<file path="config.mk">
export PLATFORM = sky130hd
export DESIGN_NAME = i2c_master_register_sequencer
export DESIGN_NICKNAME = d
export VERILOG_FILES = /design/src/hw/rtl/i2cmrs_pkg.sv /design/src/hw/rtl/i2c_master_register_sequencer.sv /design/src/hw/rtl/i2cmrs_step.sv
export SDC_FILE = /design/constraint.sdc
export NUM_CORES = 1
export LEC_CHECK = 0
export BUFFER_PORTS_ARGS = -buffer_cell sky130_fd_sc_hd__buf_2
export CELL_PAD_IN_SITES_DETAIL_PLACEMENT = 1
export CELL_PAD_IN_SITES_GLOBAL_PLACEMENT = 1
export CORE_MARGIN = 5
export CORE_UTILIZATION = 40
export DETAILED_ROUTE_END_ITERATION = 8
export GPL_TIMING_DRIVEN = 0
export MAX_ROUTING_LAYER = met4
export PLACE_DENSITY = 0.66
export SYNTH_ARGS = -nofsm -noshare
export SYNTH_HDL_FRONTEND = slang
export SYNTH_HIERARCHICAL = 1
export SYNTH_SLANG_ARGS = --single-unit
</file>
<file path="constraint.sdc">
create_clock -name clock -period 9.25 [get_ports clock]
set_input_delay 1.3875 -clock clock [delete_from_list [all_inputs] [get_ports clock]]
set_output_delay 1.3875 -clock clock [all_outputs]
set_load 0.02 [all_outputs]
</file>
<file path="src/hw/rtl/i2cmrs_pkg.sv">
// Shared types, codes and constants of the I2C master register sequencer.
package i2cmrs_pkg;

   localparam int BUFFER_DEPTH = 16;
   localparam int IDX_W        = $clog2(BUFFER_DEPTH);
   localparam int CNT_W        = 5;
   localparam int TMO_W        = 16;
   localparam logic [TMO_W-1:0] TIMEOUT_RESET = 16'd2500;

   // event opcodes
   localparam logic [2:0] OP_LOAD_BYTE   = 3'd0;
   localparam logic [2:0] OP_START_READ  = 3'd1;
   localparam logic [2:0] OP_START_WRITE = 3'd2;
   localparam logic [2:0] OP_TX_READY    = 3'd3;
   localparam logic [2:0] OP_RX_BYTE     = 3'd4;
   localparam logic [2:0] OP_NACK        = 3'd5;
   localparam logic [2:0] OP_MS_TICK     = 3'd6;

   // sequencer modes
   localparam logic [2:0] MODE_IDLE      = 3'd0;
   localparam logic [2:0] MODE_SEND_REG  = 3'd1;
   localparam logic [2:0] MODE_SWITCH_RX = 3'd2;
   localparam logic [2:0] MODE_RX_DATA   = 3'd3;
   localparam logic [2:0] MODE_TX_DATA   = 3'd4;
   localparam logic [2:0] MODE_NACK      = 3'd5;
   localparam logic [2:0] MODE_TIMEOUT   = 3'd6;

   typedef struct packed {
      logic [2:0]       opcode;
      logic [6:0]       chip_addr;
      logic [7:0]       reg_offset;
      logic [CNT_W-1:0] count;
      logic [7:0]       data_byte;
      logic [3:0]       buffer_slot;
   } item_type;

   typedef struct packed {
      logic [2:0]       mode;
      logic [6:0]       target;
      logic [7:0]       reg_byte;
      logic [CNT_W-1:0] rx_rem;
      logic [CNT_W-1:0] tx_rem;
      logic [3:0]       rx_pos;
      logic [3:0]       tx_pos;
      logic             stop_seen;
      logic [TMO_W-1:0] elapsed;
      logic             write_active;
   } state_type;

   typedef struct packed {
      logic [2:0] mode;
      logic       drive_byte_valid;
      logic [7:0] drive_byte;
      logic       send_start;
      logic       transmit_dir;
      logic       send_stop;
      logic [6:0] target_addr;
      logic       got_byte_valid;
      logic [7:0] got_byte;
      logic [3:0] got_index;
      logic       transfer_done;
   } result_type;

endpackage

</file>
<file path="src/hw/rtl/i2c_master_register_sequencer.sv">
// Top level of the I2C master register sequencer.
// One controller event is taken per clock cycle while req_stall is low, and gives exactly
// one result transaction, which appears on the rsp_ side in the cycle after the event is
// accepted. The sequencer state and the 16-byte transmit buffer update at that same edge,
// so a following event sees them at once; a single result register sits between the two
// sides, so a new event enters in the same cycle the held result is taken, and req_stall
// rises only while a held result is stalled by rsp_stall.
// Buffer entries hold no value until loaded; there is no clearing pass after reset.
// The write timeout limit is written through csr_wr_en/csr_wr_data; the user must write
// it only while idle, as the block does not enforce this. It resets to 2500 ticks.
module i2c_master_register_sequencer (
   input  logic        clock,
   input  logic        reset,
   input  logic        csr_wr_en,
   input  logic [15:0] csr_wr_data,
   input  logic        req_valid,
   output logic        req_stall,
   input  logic [2:0]  req_opcode,
   input  logic [6:0]  req_chip_addr,
   input  logic [7:0]  req_reg_offset,
   input  logic [4:0]  req_count,
   input  logic [7:0]  req_data_byte,
   input  logic [3:0]  req_buffer_slot,
   output logic        rsp_valid,
   input  logic        rsp_stall,
   output logic [2:0]  rsp_mode,
   output logic        rsp_drive_byte_valid,
   output logic [7:0]  rsp_drive_byte,
   output logic        rsp_send_start,
   output logic        rsp_transmit_dir,
   output logic        rsp_send_stop,
   output logic [6:0]  rsp_target_addr,
   output logic        rsp_got_byte_valid,
   output logic [7:0]  rsp_got_byte,
   output logic [3:0]  rsp_got_index,
   output logic        rsp_transfer_done
);
   import i2cmrs_pkg::*;

   state_type        state_ff, state_in;
   result_type       rsp_ff, rsp_in;
   logic             rsp_valid_ff, rsp_valid_in;
   logic [TMO_W-1:0] timeout_ff;
   logic [7:0]       tx_store_ff [BUFFER_DEPTH];
   item_type         item;
   logic             store_we;
   logic             req_take;

   assign req_stall = rsp_valid_ff && rsp_stall;
   assign req_take  = req_valid && !req_stall;

   assign item.opcode      = req_opcode;
   assign item.chip_addr   = req_chip_addr;
   assign item.reg_offset  = req_reg_offset;
   assign item.count       = req_count;
   assign item.data_byte   = req_data_byte;
   assign item.buffer_slot = req_buffer_slot;

   i2cmrs_step u_step (
      .item       (item),
      .cur        (state_ff),
      .store_byte (tx_store_ff[state_ff.tx_pos[IDX_W-1:0]]),
      .timeout_ms (timeout_ff),
      .nxt        (state_in),
      .res        (rsp_in),
      .store_we   (store_we)
   );

   // hold a stalled result, otherwise refill or drop
   assign rsp_valid_in = req_take || (rsp_valid_ff && rsp_stall);

   always_ff @(posedge clock) begin
      if (reset) begin
         state_ff     <= '0;
         rsp_valid_ff <= 1'b0;
         timeout_ff   <= TIMEOUT_RESET;
      end else begin
         rsp_valid_ff <= rsp_valid_in;
         if (req_take) begin
            state_ff <= state_in;
         end
         if (csr_wr_en) begin
            timeout_ff <= csr_wr_data;
         end
      end
   end

   always_ff @(posedge clock) begin
      if (req_take) begin
         rsp_ff <= rsp_in;
      end
      if (req_take && store_we) begin
         tx_store_ff[req_buffer_slot[IDX_W-1:0]] <= req_data_byte;
      end
   end

   assign rsp_valid            = rsp_valid_ff;
   assign rsp_mode             = rsp_ff.mode;
   assign rsp_drive_byte_valid = rsp_ff.drive_byte_valid;
   assign rsp_drive_byte       = rsp_ff.drive_byte;
   assign rsp_send_start       = rsp_ff.send_start;
   assign rsp_transmit_dir     = rsp_ff.transmit_dir;
   assign rsp_send_stop        = rsp_ff.send_stop;
   assign rsp_target_addr      = rsp_ff.target_addr;
   assign rsp_got_byte_valid   = rsp_ff.got_byte_valid;
   assign rsp_got_byte         = rsp_ff.got_byte;
   assign rsp_got_index        = rsp_ff.got_index;
   assign rsp_transfer_done    = rsp_ff.transfer_done;

endmodule

</file>
<file path="src/hw/rtl/i2cmrs_step.sv">
// Next-state and result logic for one controller event.
module i2cmrs_step (
   input  i2cmrs_pkg::item_type     item,
   input  i2cmrs_pkg::state_type    cur,
   input  logic [7:0]               store_byte,
   input  logic [15:0]              timeout_ms,
   output i2cmrs_pkg::state_type    nxt,
   output i2cmrs_pkg::result_type   res,
   output logic                     store_we
);
   import i2cmrs_pkg::*;

   logic [CNT_W-1:0] count_clamped;
   logic [CNT_W-1:0] rx_rem_dec;

   assign count_clamped = (32'(item.count) > BUFFER_DEPTH) ? CNT_W'(BUFFER_DEPTH) : item.count;
   assign rx_rem_dec    = cur.rx_rem - CNT_W'(1);

   always_comb begin
      nxt      = cur;
      res      = '0;
      store_we = 1'b0;
      case (item.opcode)
         OP_LOAD_BYTE: begin
            store_we = 32'(item.buffer_slot) < BUFFER_DEPTH;
         end
         OP_START_READ: begin
            nxt.mode         = MODE_SEND_REG;
            nxt.target       = item.chip_addr;
            nxt.reg_byte     = item.reg_offset;
            nxt.rx_pos       = '0;
            nxt.tx_pos       = '0;
            nxt.rx_rem       = count_clamped;
            nxt.tx_rem       = '0;
            nxt.write_active = 1'b0;
            res.send_start   = 1'b1;
            res.transmit_dir = 1'b1;
         end
         OP_START_WRITE: begin
            nxt.mode         = MODE_SEND_REG;
            nxt.target       = item.chip_addr;
            nxt.reg_byte     = item.reg_offset;
            nxt.rx_pos       = '0;
            nxt.tx_pos       = '0;
            nxt.tx_rem       = count_clamped;
            nxt.rx_rem       = '0;
            nxt.stop_seen    = 1'b0;
            nxt.elapsed      = '0;
            nxt.write_active = 1'b1;
            res.send_start   = 1'b1;
            res.transmit_dir = 1'b1;
         end
         OP_TX_READY: begin
            if (cur.mode == MODE_SEND_REG) begin
               res.drive_byte_valid = 1'b1;
               res.drive_byte       = cur.reg_byte;
               nxt.mode = (cur.rx_rem != '0) ? MODE_SWITCH_RX : MODE_TX_DATA;
            end else if (cur.mode == MODE_SWITCH_RX) begin
               // repeated start in receive mode; stop early for a single byte
               nxt.mode       = MODE_RX_DATA;
               res.send_start = 1'b1;
               res.send_stop  = (cur.rx_rem == CNT_W'(1));
            end else if (cur.mode == MODE_TX_DATA) begin
               if (cur.tx_rem != '0) begin
                  res.drive_byte_valid = 1'b1;
                  res.drive_byte       = (32'(cur.tx_pos) < BUFFER_DEPTH) ? store_byte : 8'd0;
                  nxt.tx_pos           = cur.tx_pos + 4'd1;
                  nxt.tx_rem           = cur.tx_rem - CNT_W'(1);
               end else begin
                  res.send_stop     = 1'b1;
                  res.transfer_done = 1'b1;
                  nxt.stop_seen     = 1'b1;
                  nxt.mode          = MODE_IDLE;
                  nxt.write_active  = 1'b0;
               end
            end
         end
         OP_RX_BYTE: begin
            if (cur.mode == MODE_RX_DATA) begin
               if (cur.rx_rem != '0) begin
                  res.got_byte_valid = 1'b1;
                  res.got_byte       = item.data_byte;
                  res.got_index      = cur.rx_pos;
                  nxt.rx_pos         = cur.rx_pos + 4'd1;
                  nxt.rx_rem         = rx_rem_dec;
               end
               if (nxt.rx_rem == CNT_W'(1)) begin
                  res.send_stop = 1'b1;
               end else if (nxt.rx_rem == '0) begin
                  nxt.mode          = MODE_IDLE;
                  res.transfer_done = 1'b1;
               end
            end
         end
         OP_NACK: begin
            nxt.mode = MODE_NACK;
         end
         OP_MS_TICK: begin
            if (cur.write_active && !cur.stop_seen) begin
               // saturate the tick count
               if (cur.elapsed != '1) begin
                  nxt.elapsed = cur.elapsed + TMO_W'(1);
               end
               if (nxt.elapsed > timeout_ms) begin
                  nxt.mode          = MODE_TIMEOUT;
                  nxt.write_active  = 1'b0;
                  res.transfer_done = 1'b1;
               end
            end
         end
         default: begin
         end
      endcase
      res.mode        = nxt.mode;
      res.target_addr = nxt.target;
   end

endmodule

</file>
==> run summary, run 1 <==
Top_reg_cell synth: edfxtp_1
Max_cap viols: 0
CTS max path bufs: 3
Std-Cell Rows: 61
Main combinational cell family by area after synthesis: simple AND/OR/NAND/NOR gates
Sequential fraction of the synthesis area: 57.1%
Final core utilization: 47.3%
Sw Share: 22.9%
Largest net degree at the start of global routing: 35
Worst VDD drop: 0.155 mV
GRT Total Usage: 19.6%
DRC Markers: 0
RSZ-0062 raised after global routing: no
H-tree levels: 1
Vias in the first global route: 8,227
Critical path launch point: state_ff[1]$_SDFFE_PP0N_
Final WL: 30,200 um
Nets: 1,152
Slew Viols, Final: 0
Inserted Clock Buffers: 28
CTS tree: done
Tcrit/Tclk final: 49.1%
Die ar.: 31,600 sq um
Clock sink total: 239
Synthesis Warnings: 6
Startpoint Class: flip-flop
CP Capture Type: flip-flop
Pre-antenna DRT Iters: 4
Hold Path Stages: 2
Share of post-route cells with drive strength above 1: 21.2%
WS Path Type: reg2reg
Compound-Gate Fraction of Synth Area: 11.6%
Fillers: 3,014
Status: completed
Multi-input combinational cell area: 4360 sq um
PortBufs: 91
Clock insertion delay at the later pin of the skew report: 0.55 ns
Library cells used by synthesis: 74
Postcts setup bufs: 0
XOR/XNOR share of the synthesized area: 0.779%
Net Sw Power: 0.561 mW
Antenna violation net count after detailed routing: 0
EDFF count, synth: 164
Crit path required time: 9.54 ns
Worst flop-to-flop path startpoint: state_ff[1]$_SDFFE_PP0N_
Area Growth Syn to Fin: 16.9%
Share of power burned in registers: 47.8%
Setup Total Neg Slack: 0 ns
Core ar.: 27,800 sq um
FF/Latch Area: 6430 sq um
Die width: 178 um
Starting density of the core: 40.5%
Clock slew at the register clock pins of the worst setup and hold paths: 0.06 ns
Post-synthesis register bit count: 239
Reg2Reg Depth: 14
First-pass GRT wire length: 46,800 um
I/O pin count: 94
Post-Synth Adder-Cell Area: 2.67%
Final hold violation count: 0
Post-synthesis mux area share: 9.90%
Syn Area/Cell: 11.8 sq um
Root Driver: clkbuf_16
Net count after synthesis: 1,030
Worst reg2reg endpoint: rsp_mode[2]$_DFFE_PN_
Slew headroom: 8.83%
Final HPWL DP: 21,400 um
Syn Inst Count: 950
Hold Path End: state_ff[8]$_SDFFE_PP0N_
Yosys top cell by area: edfxtp_1
Leakage: 4.74 nW
Cts hold-fix bufs: 0
Initial antenna violation count: 1
Final GP Congestion: 0.833
Number of setup violations in the final report: 0
Hold Startpoint: state_ff[8]$_SDFFE_PP0N_
Routed wire per std cell: 20.5 um
Post-Synth Simple-Gate Area: 13.9%
Die Height: 178 um
CTS resizes: 0
Worst-Margin Slew: 1.36 ns
Max FO, Critical Path: 8
Tot Pwr: 2.45 mW
Final Skew: 0.0229 ns
Pwr per Cell Area: 186 nW/um^2
Yosys top cell area share: 43.8%
Gr ovfl total: 0
Int Pwr: 1.89 mW
Vias: 7,928
Max frequency: 0.220 GHz
Hold Path Class: reg2reg
Iter 0 DRT Violations: 407
Main area contributors after synthesis: edfxtp_1 44%, dfxtp_1 13%, nand2_1 5.2%, mux4_2 3.6%, a21oi_1 3.3%
WP data arrival: 4.83 ns
DR vias/cell: 5.39
R2R setup slack: 4.71 ns
Async SR Flop Fraction: 0%
Clock share of power: 46.2%
Fin crit period: 4.54 ns
N_diodes: 0
Comb pwr share: 6.0%
Area of the mapped netlist: 11,200 sq um
## power groups by stage
stage                     combinational, mW  clock [mW]  sequential (mW)
final                                 0.147        1.13             1.17
after global routing                  0.160        1.21             1.17
after CTS                             0.148        1.15             1.17
after detailed placement              0.148           0             1.19
after global placement                0.144           0             1.19
after floorplan                      0.0720           0             1.20
## kinds of logic after synthesis
family | Yosys count
simple gates | 321
fa+ha+maj | 24
buf+inv | 91
compound gates | 201
mux | 64
xor+xnor | 10
flops | 239
## state kept, by name, summed over array words and instances, names as in the netlist, 3 cells and up, named ones only
name / count
rsp_drive_byte: 8
rsp_got_byte: 8
rsp_got_index: 4
rsp_mode: 3
rsp_target_addr: 7
state_ff: 54
timeout_ff: 16
tx_store_ff: 128
## through the flow
step | instance area (sq um) | setup WS, ns | std cells | hold WS (ns)
2_1_floorplan | 11200 | 5.91 | 950 | 0.433
3_3_place_gp | 12200 | 4.91 | 1419 | 0.441
3_5_place_dp | 12200 | 4.88 | 1420 | 0.448
4_1_cts | 13100 | 4.92 | 1472 | 0.456
5_1_grt | 13100 | 4.67 | 1472 | 0.480
6_report | 13100 | 4.71 | 1472 | 0.455
## synth_stat cells (14+ instances only)
library cell  count
edfxtp_1        164
dfxtp_1          75
nand2_1         156
a22oi_1          20
nand3_1          16
mux4_2           18
mux2_2           16
mux2i_1          16
inv_1            30
mux4_1           14
ha_1             24
o21ai_0          32
and2_1           20
buf_2            18
a21oi_1          74
nor2_1           47
clkbuf_1         23
## layout make-up
type,instances,area share [%]
Sequential cell,239,48.9
Multi-Input combinational cell,620,33.2
Clock buffer,33,5.55
Timing Repair Buffer,92,3.62
Tap cell,378,3.60
Buffer,59,2.55
Clock inverter,19,1.68
Inverter,32,0.914
## cells in the final DEF (no fill, tap or decap), types with 18 or more instances in the layout
cell / netlist / routed
edfxtp_1: 164 / 164
nand2_1: 156 / 156
buf_2: 18 / 109
dfxtp_1: 75 / 75
a21oi_1: 74 / 74
nor2_1: 47 / 47
o21ai_0: 32 / 32
inv_1: 30 / 30
clkbuf_16: 0 / 28
clkbuf_1: 23 / 26
ha_1: 24 / 24
and2_1: 20 / 20
a22oi_1: 20 / 20
mux4_2: 18 / 18
## routing by layer
layer | vias up | track usage (%) | share of wire [%]
met3 | 39 | 2.60 | 3.6
met4 | 0 | 3.96 | 2.0
met1 | 3956 | 26.3 | 46
met2 | 137 | 32.1 | 48
met5 | - | - | 0
li1 | 3796 | - | -
## worst max-delay path, stage by stage, from the launching register on
cell,delay [ns]
dfxtp_1,0.48
ha_1,0.35
inv_1,0.10
nor3_2,0.50
nand2b_1,0.10
clkbuf_1,0.25
o21ai_0,0.19
a21o_1,0.13
ha_1,0.24
a21o_1,0.17
a21o_1,0.18
a2111oi_0,0.86
a31o_2,0.38
o211ai_1,0.19
buf_4,0.18
## how the worst max path moves through the flow
stage                                       end  slack [ns]
global placement          rsp_mode[2]$_DFFE_PN_        4.91
detailed placement  tx_store_ff[2][0]$_DFFE_PP_        4.88
global route              rsp_mode[2]$_DFFE_PN_        4.67
floorplan                 rsp_mode[0]$_DFFE_PN_        5.91
finish                    rsp_mode[2]$_DFFE_PN_        4.71
CTS                       rsp_mode[2]$_DFFE_PN_        4.92
(Power assumes the default switching activity.)
==> inputs of run 2 (changes only) <==
- ABC_AREA: not set -> 1
- PLACE_DENSITY: 0.66 -> 0.72
- clock period: 9.25 -> 4 ns (I/O delays scaled with it)
==> run 2 against run 1 <==
Compared with the run above:
- final cell count increased by 34%
- combinational power grew to 5.2 times the previous value
- clock skew decreased by 0.015 ns
- sequential power increased by 140%
- clock-buffer cell count is 1 higher
- clock power rose by 130%
- fmax increased by 31%
- critical endpoint is now rsp_mode[0]$_DFFE_PN_
==> run summary, run 2 <==
Net count after synthesis: 1,514 (was 1,030)
Hold Path Class: in2reg (was reg2reg)
CP Capture Type: flip-flop (unchanged)
CTS resizes: 0 (unchanged)
First-pass GRT wire length: 56,700 um (was 46,800 um)
Routed wire per std cell: 18.3 um (was 20.5 um)
Die Height: 183 um (was 178 um)
DR vias/cell: 5.12 (was 5.39)
Placed inst area: 12,900 sq um (was 12,200 sq um)
Final hold violation count: 0 (unchanged)
Sequential fraction of the synthesis area: 53.7% (was 57.1%)
Root Driver: clkbuf_16 (unchanged)
Final Skew: 0.00816 ns (was 0.0229 ns)
Syn Inst Count: 1,434 (was 950)
DRC Markers: 0 (unchanged)
Top_reg_cell synth: edfxtp_1 (unchanged)
Count leader, synth: nand2_1 (was edfxtp_1)
Max reg flops: 128 (unchanged)
Final HPWL DP: 26,000 um (was 21,400 um)
Pwr per Cell Area: 442 nW/um^2 (was 186 nW/um^2)
Async SR Flop Fraction: 0% (unchanged)
RSZ-0062 raised after global routing: no (unchanged)
Area Growth Syn to Fin: 15.6% (was 16.9%)
Pre-antenna DRT Iters: 5 (was 4)
Slew headroom: 32.4% (was 8.83%)
Setup Total Neg Slack: 0 ns (unchanged)
Max frequency: 0.289 GHz (was 0.220 GHz)
Core ar.: 29,600 sq um (was 27,800 sq um)
Max FO, Critical Path: 10 (was 8)
Clock sink total: 239 (unchanged)
Share of power burned in registers: 45.5% (was 47.8%)
Area of the mapped netlist: 12,000 sq um (was 11,200 sq um)
Leakage: 6.21 nW (was 4.74 nW)
Clock share of power: 42.0% (was 46.2%)
Starting density of the core: 40.5% (about the same)
Status: completed (unchanged)
Number of setup violations in the final report: 0 (unchanged)
Fillers: 3,535 (was 3,014)
Share of post-route cells with drive strength above 1: 13.1% (was 21.2%)
Startpoint Class: flip-flop (unchanged)
EDFF count, synth: 164 (unchanged)
Die width: 183 um (was 178 um)
Net Sw Power: 1.58 mW (was 0.561 mW)
Main combinational cell family by area after synthesis: simple AND/OR/NAND/NOR gates (unchanged)
Design area: 13,800 sq um (was 13,100 sq um)
Largest net degree at the start of global routing: 46 (was 35)
Cts hold-fix bufs: 0 (unchanged)
Most frequent cells in the layout: 329 x nand2_1, 205 x inv_1, 197 x nor2_1, 164 x edfxtp_1, 153 x nand3_1 (was 164 x edfxtp_1, 156 x nand2_1, 109 x buf_2, 75 x dfxtp_1, 74 x a21oi_1)
Top cells by count, synth: 329 x nand2_1, 205 x inv_1, 197 x nor2_1, 164 x edfxtp_1, 153 x nand3_1 (was 164 x edfxtp_1, 156 x nand2_1, 75 x dfxtp_1, 74 x a21oi_1, 47 x nor2_1)
Post-synthesis register bit count: 239 (unchanged)
Worst-Margin Slew: 1.01 ns (was 1.36 ns)
Worst VDD drop: 0.351 mV (was 0.155 mV)
Clock insertion delay at the later pin of the skew report: 0.54 ns (was 0.55 ns)
WS Path Type: reg2reg (unchanged)
XOR/XNOR share of the synthesized area: 1.23% (was 0.779%)
Initial antenna violation count: 0 (was 1)
Tcrit/Tclk final: 86.6% (was 49.1%)
Tot Pwr: 6.11 mW (was 2.45 mW)
Main area contributors after synthesis: edfxtp_1 41%, dfxtp_1 13%, nand2_1 10%, inv_1 6.4%, nand3_1 6.4% (was edfxtp_1 44%, dfxtp_1 13%, nand2_1 5.2%, mux4_2 3.6%, a21oi_1 3.3%)
CTS max path bufs: 3 (unchanged)
Final GP Congestion: 0.889 (was 0.833)
H-tree levels: 1 (unchanged)
Slew Viols, Final: 0 (unchanged)
Nets: 1,635 (was 1,152)
Std-Cell Rows: 63 (was 61)
PortBufs: 92 (was 91)
WP data arrival: 3.76 ns (was 4.83 ns)
I/O pin count: 94 (unchanged)
Post-Synth Simple-Gate Area: 24.8% (was 13.9%)
Final WL: 36,100 um (was 30,200 um)
Inserted Clock Buffers: 27 (was 28)
Die ar.: 33,500 sq um (was 31,600 sq um)
Comb pwr share: 12.5% (was 6.0%)
Crit path required time: 4.30 ns (was 9.54 ns)
Yosys top cell by area: edfxtp_1 (unchanged)
Iter 0 DRT Violations: 703 (was 407)
Syn Area/Cell: 8.35 sq um (was 11.8 sq um)
Int Pwr: 4.54 mW (was 1.89 mW)
Post-Synth Adder-Cell Area: 2.51% (was 2.67%)
Max_cap viols: 0 (unchanged)
Compound-Gate Fraction of Synth Area: 7.53% (was 11.6%)
Vias in the first global route: 10,500 (was 8,227)
Vias: 10,100 (was 7,928)
Synthesis Warnings: 6 (unchanged)
Gr ovfl total: 0 (unchanged)
Fin crit period: 3.46 ns (was 4.54 ns)
Postcts setup bufs: 0 (unchanged)
Sw Share: 25.8% (was 22.9%)
Yosys top cell area share: 41.1% (was 43.8%)
Antenna violation net count after detailed routing: 0 (unchanged)
Post-synthesis mux area share: 0% (was 9.90%)
Clock slew at the register clock pins of the worst setup and hold paths: 0.06 ns (about the same)
CTS tree: done (unchanged)
Most common cell after layout, fill and taps aside: nand2_1 (was edfxtp_1)
N_diodes: 0 (unchanged)
GRT Total Usage: 22.0% (was 19.6%)
Library cells used by synthesis: 46 (was 74)
run 2: power by group through the flow:
| stage | Clock (mW) | Sequential (mW) | Combinational [mW] |
|---|---|---|---|
| 6_report | 2.56 | 2.78 | 0.764 |
| 5_1_grt | 2.74 | 2.79 | 0.851 |
| 4_1_cts | 2.62 | 2.79 | 0.765 |
| 3_3_place_gp | 0 | 2.83 | 0.736 |
| 3_5_place_dp | 0 | 2.84 | 0.758 |
| 2_1_floorplan | 0 | 2.85 | 0.458 |
run 2: per-stage QoR:
stage / hold WS [ns] / utilization (%) / setup WS (ns) / std cells
after CTS: 0.208 / 46.8 / 0.583 / 1966
after global routing: 0.230 / 46.8 / 0.251 / 1966
after global placement: 0.444 / 43.7 / 0.728 / 1916
after detailed placement: 0.449 / 43.7 / 0.633 / 1916
final: 0.234 / 46.8 / 0.537 / 1966
after floorplan: 0.429 / - / 1.17 / 1434
run 2: cell type report:
class / instances / area, sq um / area share [%]
flip-flops and latches: 239 / 6430 / 46.4
clock buffers: 34 / 702 / 5.07
multi-input cells: 914 / 4320 / 31.2
well taps: 390 / 488 / 3.53
repair buffers: 92 / 460 / 3.33
inverters: 211 / 792 / 5.72
plain buffers: 70 / 430 / 3.11
clock inverters: 16 / 214 / 1.55
run 2: cells by family (layout without fill, tap and decap cells):
family,after synthesis,in the layout
AND/OR/NAND/NOR,709,709
buffers and inverters,281,423
flip-flops,239,239
AO/OA/AOI/OAI,165,165
adder cells (fa/ha/maj),24,24
XOR/XNOR,16,16
run 2: path summary, 6_finish.rpt:
kind,to,from,slack (ns),depth (start not counted)
max,rsp_mode[0]$_DFFE_PN_,state_ff[1]$_SDFFE_PP0N_,0.54,20
min,rsp_valid$_SDFF_PP0_,reset,0.23,2
max reg2reg,rsp_mode[0]$_DFFE_PN_,state_ff[1]$_SDFFE_PP0N_,0.54,20
min reg2reg,timeout_ff[11]$_SDFFE_PP1P_,timeout_ff[11]$_SDFFE_PP1P_,0.46,2
run 2: routing by layer:
layer	wire length [um]	share of wire, %	track usage [%]
met1	16600	46	29.2
met2	17300	48	37.0
met3	1680	4.7	2.22
met4	578	1.6	4.53
met5	0	0	-
run 2: critical path, cell delays in order (launching register included):
cell      delay [ns]
dfxtp_1         0.50
ha_1            0.33
nand2_1         0.08
inv_1           0.07
nand2_1         0.07
or2_1           0.28
nand3b_4        0.19
buf_2           0.21
nand2_1         0.09
ha_1            0.24
nand2_1         0.09
inv_1           0.06
nand3_1         0.13
nor2_1          0.09
a21oi_1         0.22
nand2_1         0.10
nand2_1         0.12
nand3b_1        0.10
nand2_1         0.07
nand2_1         0.06
buf_4           0.13
==> inputs of run 3 (changes only) <==
- MAX_ROUTING_LAYER: met4 -> not set
==> run 3 against run 2 <==
Compared with the run above:
- critical path depth unchanged
- sequential share of layout area unchanged
- hold slack hardly changed
- non-clock buffer count unchanged
- critical endpoint unchanged
- highest routed layer unchanged
==> run summary, run 3 (synthesized netlist as in run 2, its figures left out) <==
Reg2Reg Depth: 20 (unchanged)
Cell Chain, Critical Path: ha_1, nand2_1, inv_1, nand2_1, or2_1, nand3b_4, buf_2, nand2_1, ha_1, nand2_1, inv_1, nand3_1, nor2_1, a21oi_1, nand2_1, nand2_1, nand3b_1, nand2_1, nand2_1, buf_4 (unchanged)
Max frequency: 0.289 GHz (about the same)
DR vias/cell: 5.12 (about the same)
Final WL: 36,100 um (about the same)
Final GP Congestion: 0.874 (was 0.889)
Largest net degree at the start of global routing: 46 (unchanged)
Core ar.: 29,600 sq um (unchanged)
First-pass GRT wire length: 56,800 um (was 56,700 um)
Gr ovfl total: 0 (unchanged)
Inserted Clock Buffers: 27 (unchanged)
Clock share of power: 42.0% (about the same)
CTS resizes: 0 (unchanged)
R2R setup slack: 0.55 ns (was 0.54 ns)
Number of setup violations in the final report: 0 (unchanged)
Setup Total Neg Slack: 0 ns (unchanged)
Max incr delay on CP: 0.50 ns (about the same)
RSZ-0062 raised after global routing: no (unchanged)
Area Growth Syn to Fin: 15.6% (unchanged)
Antenna violation net count after detailed routing: 0 (unchanged)
Fin crit period: 3.45 ns (was 3.46 ns)
Slew headroom: 32.2% (was 32.4%)
Worst-Margin Slew: 1.02 ns (was 1.01 ns)
Die Height: 183 um (unchanged)
Pre-antenna DRT Iters: 6 (was 5)
Crit path required time: 4.30 ns (about the same)
Worst reg2reg endpoint: rsp_mode[0]$_DFFE_PN_ (unchanged)
CP max-delay cell: dfxtp_1 (unchanged)
Tcrit/Tclk final: 86.4% (was 86.6%)
Initial antenna violation count: 0 (unchanged)
Die ar.: 33,500 sq um (unchanged)
Leakage: 6.21 nW (unchanged)
Final Skew: 0.00826 ns (was 0.00816 ns)
Final hold violation count: 0 (unchanged)
CP dominant cell by count: nand2_1 (unchanged)
Clock slew at the register clock pins of the worst setup and hold paths: 0.06 ns (about the same)
Iter 0 DRT Violations: 590 (was 703)
WP data arrival: 3.76 ns (about the same)
N_diodes: 0 (unchanged)
Hold Path End: rsp_valid$_SDFF_PP0_ (unchanged)
WP buf/inv: 4 (unchanged)
Postcts setup bufs: 0 (unchanged)
I/O pin count: 94 (unchanged)
Comb pwr share: 12.5% (about the same)
Hold Path Class: in2reg (unchanged)
Int Pwr: 4.54 mW (about the same)
Most frequent cells in the layout: 329 x nand2_1, 205 x inv_1, 197 x nor2_1, 164 x edfxtp_1, 153 x nand3_1 (unchanged)
WS Path Type: reg2reg (unchanged)
Clock sink total: 239 (unchanged)
CTS max path bufs: 3 (unchanged)
Worst flop-to-flop path startpoint: state_ff[1]$_SDFFE_PP0N_ (unchanged)
Hold Startpoint: reset (unchanged)
Most common cell after layout, fill and taps aside: nand2_1 (unchanged)
Share of post-route cells with drive strength above 1: 13.1% (unchanged)
Sw Share: 25.8% (about the same)
GRT Total Usage: 21.3% (was 22.0%)
H-tree levels: 1 (unchanged)
Die width: 183 um (unchanged)
Max reg flops: 128 (unchanged)
Routed wire per std cell: 18.4 um (was 18.3 um)
Hold WS: 0.233 ns (was 0.234 ns)
Nets: 1,635 (unchanged)
Status: completed (unchanged)
PortBufs: 92 (unchanged)
Vias in the first global route: 10,500 (about the same)
Hold Path Stages: 2 (unchanged)
Fillers: 3,535 (unchanged)
Cts hold-fix bufs: 0 (unchanged)
Net Sw Power: 1.58 mW (about the same)
Slew Viols, Final: 0 (unchanged)
Final HPWL DP: 26,000 um (unchanged)
Max_cap viols: 0 (unchanged)
Pwr per Cell Area: 442 nW/um^2 (about the same)
Vias: 10,100 (about the same)
Share of power burned in registers: 45.6% (was 45.5%)
CP Capture Type: flip-flop (unchanged)
Max FO, Critical Path: 10 (unchanged)
DRC Markers: 0 (unchanged)
Starting density of the core: 40.5% (unchanged)
Clock insertion delay at the later pin of the skew report: 0.54 ns (about the same)
Delay-heaviest family, CP: simple AND/OR/NAND/NOR gates (unchanged)
Worst VDD drop: 0.351 mV (about the same)
Root Driver: clkbuf_16 (unchanged)
Std-Cell Rows: 63 (unchanged)
Startpoint Class: flip-flop (unchanged)
CTS tree: done (unchanged)
-- run 3: final cells by class --
cell class	count	area (sq um)	area share (%)
Inverter	211	792	5.72
Clock inverter	16	214	1.55
Clock buffer	34	702	5.07
Tap cell	390	488	3.53
Sequential cell	239	6430	46.4
Multi-Input combinational cell	914	4320	31.2
Timing Repair Buffer	92	460	3.33
Buffer	70	430	3.11
-- run 3: layer usage --
| metal | track usage [%] | vias up | part of all wire [%] |
|---|---|---|---|
| met3 | 2.26 | 42 | 5.2 |
| met5 | 0 | - | 0 |
| li1 | - | 4898 | - |
| met2 | 36.9 | 257 | 48 |
| met4 | 4.53 | 0 | 1.6 |
| met1 | 29.2 | 4861 | 45 |
-- run 3: worst reg2reg max path: cells and delay by family (launching register included) --
family	cells	cell delay, ns
AND/OR/NAND/NOR	13	1.48
adder cells (fa/ha/maj)	2	0.57
flip-flops	1	0.50
buffers and inverters	4	0.47
AO/OA/AOI/OAI	1	0.22
-- run 3: worst max-delay path by stage --
stage          cells past startpoint  slack, ns                     start                   endpoint
2_1_floorplan                     20       1.17  state_ff[1]$_SDFFE_PP0N_      rsp_mode[0]$_DFFE_PN_
3_3_place_gp                      20       0.73  state_ff[1]$_SDFFE_PP0N_      rsp_mode[0]$_DFFE_PN_
3_5_place_dp                      20       0.63  state_ff[1]$_SDFFE_PP0N_      rsp_mode[0]$_DFFE_PN_
4_1_cts                           20       0.58  state_ff[1]$_SDFFE_PP0N_      rsp_mode[0]$_DFFE_PN_
5_1_grt                           22       0.25  state_ff[1]$_SDFFE_PP0N_  state_ff[51]$_SDFFE_PP0N_
6_report                          20       0.55  state_ff[1]$_SDFFE_PP0N_      rsp_mode[0]$_DFFE_PN_
-- run 3: power by group through the flow --
stage | Sequential, mW | Combinational (mW) | Clock (mW)
after detailed placement | 2.84 | 0.758 | 0
after global routing | 2.79 | 0.851 | 2.74
after CTS | 2.79 | 0.765 | 2.62
after floorplan | 2.85 | 0.458 | 0
final | 2.78 | 0.764 | 2.56
after global placement | 2.83 | 0.736 | 0
-- run 3: through the flow --
step	cells	worst slack, ns	total power [mW]	area, sq um	utilization [%]
floorplan	1434	1.17	3.31	12000	-
global placement	1916	0.728	3.57	12900	43.7
detailed placement	1916	0.633	3.60	12900	43.7
CTS	1966	0.583	6.17	13800	46.8
global route	1966	0.251	6.38	13800	46.8
finish	1966	0.545	6.11	13800	46.8
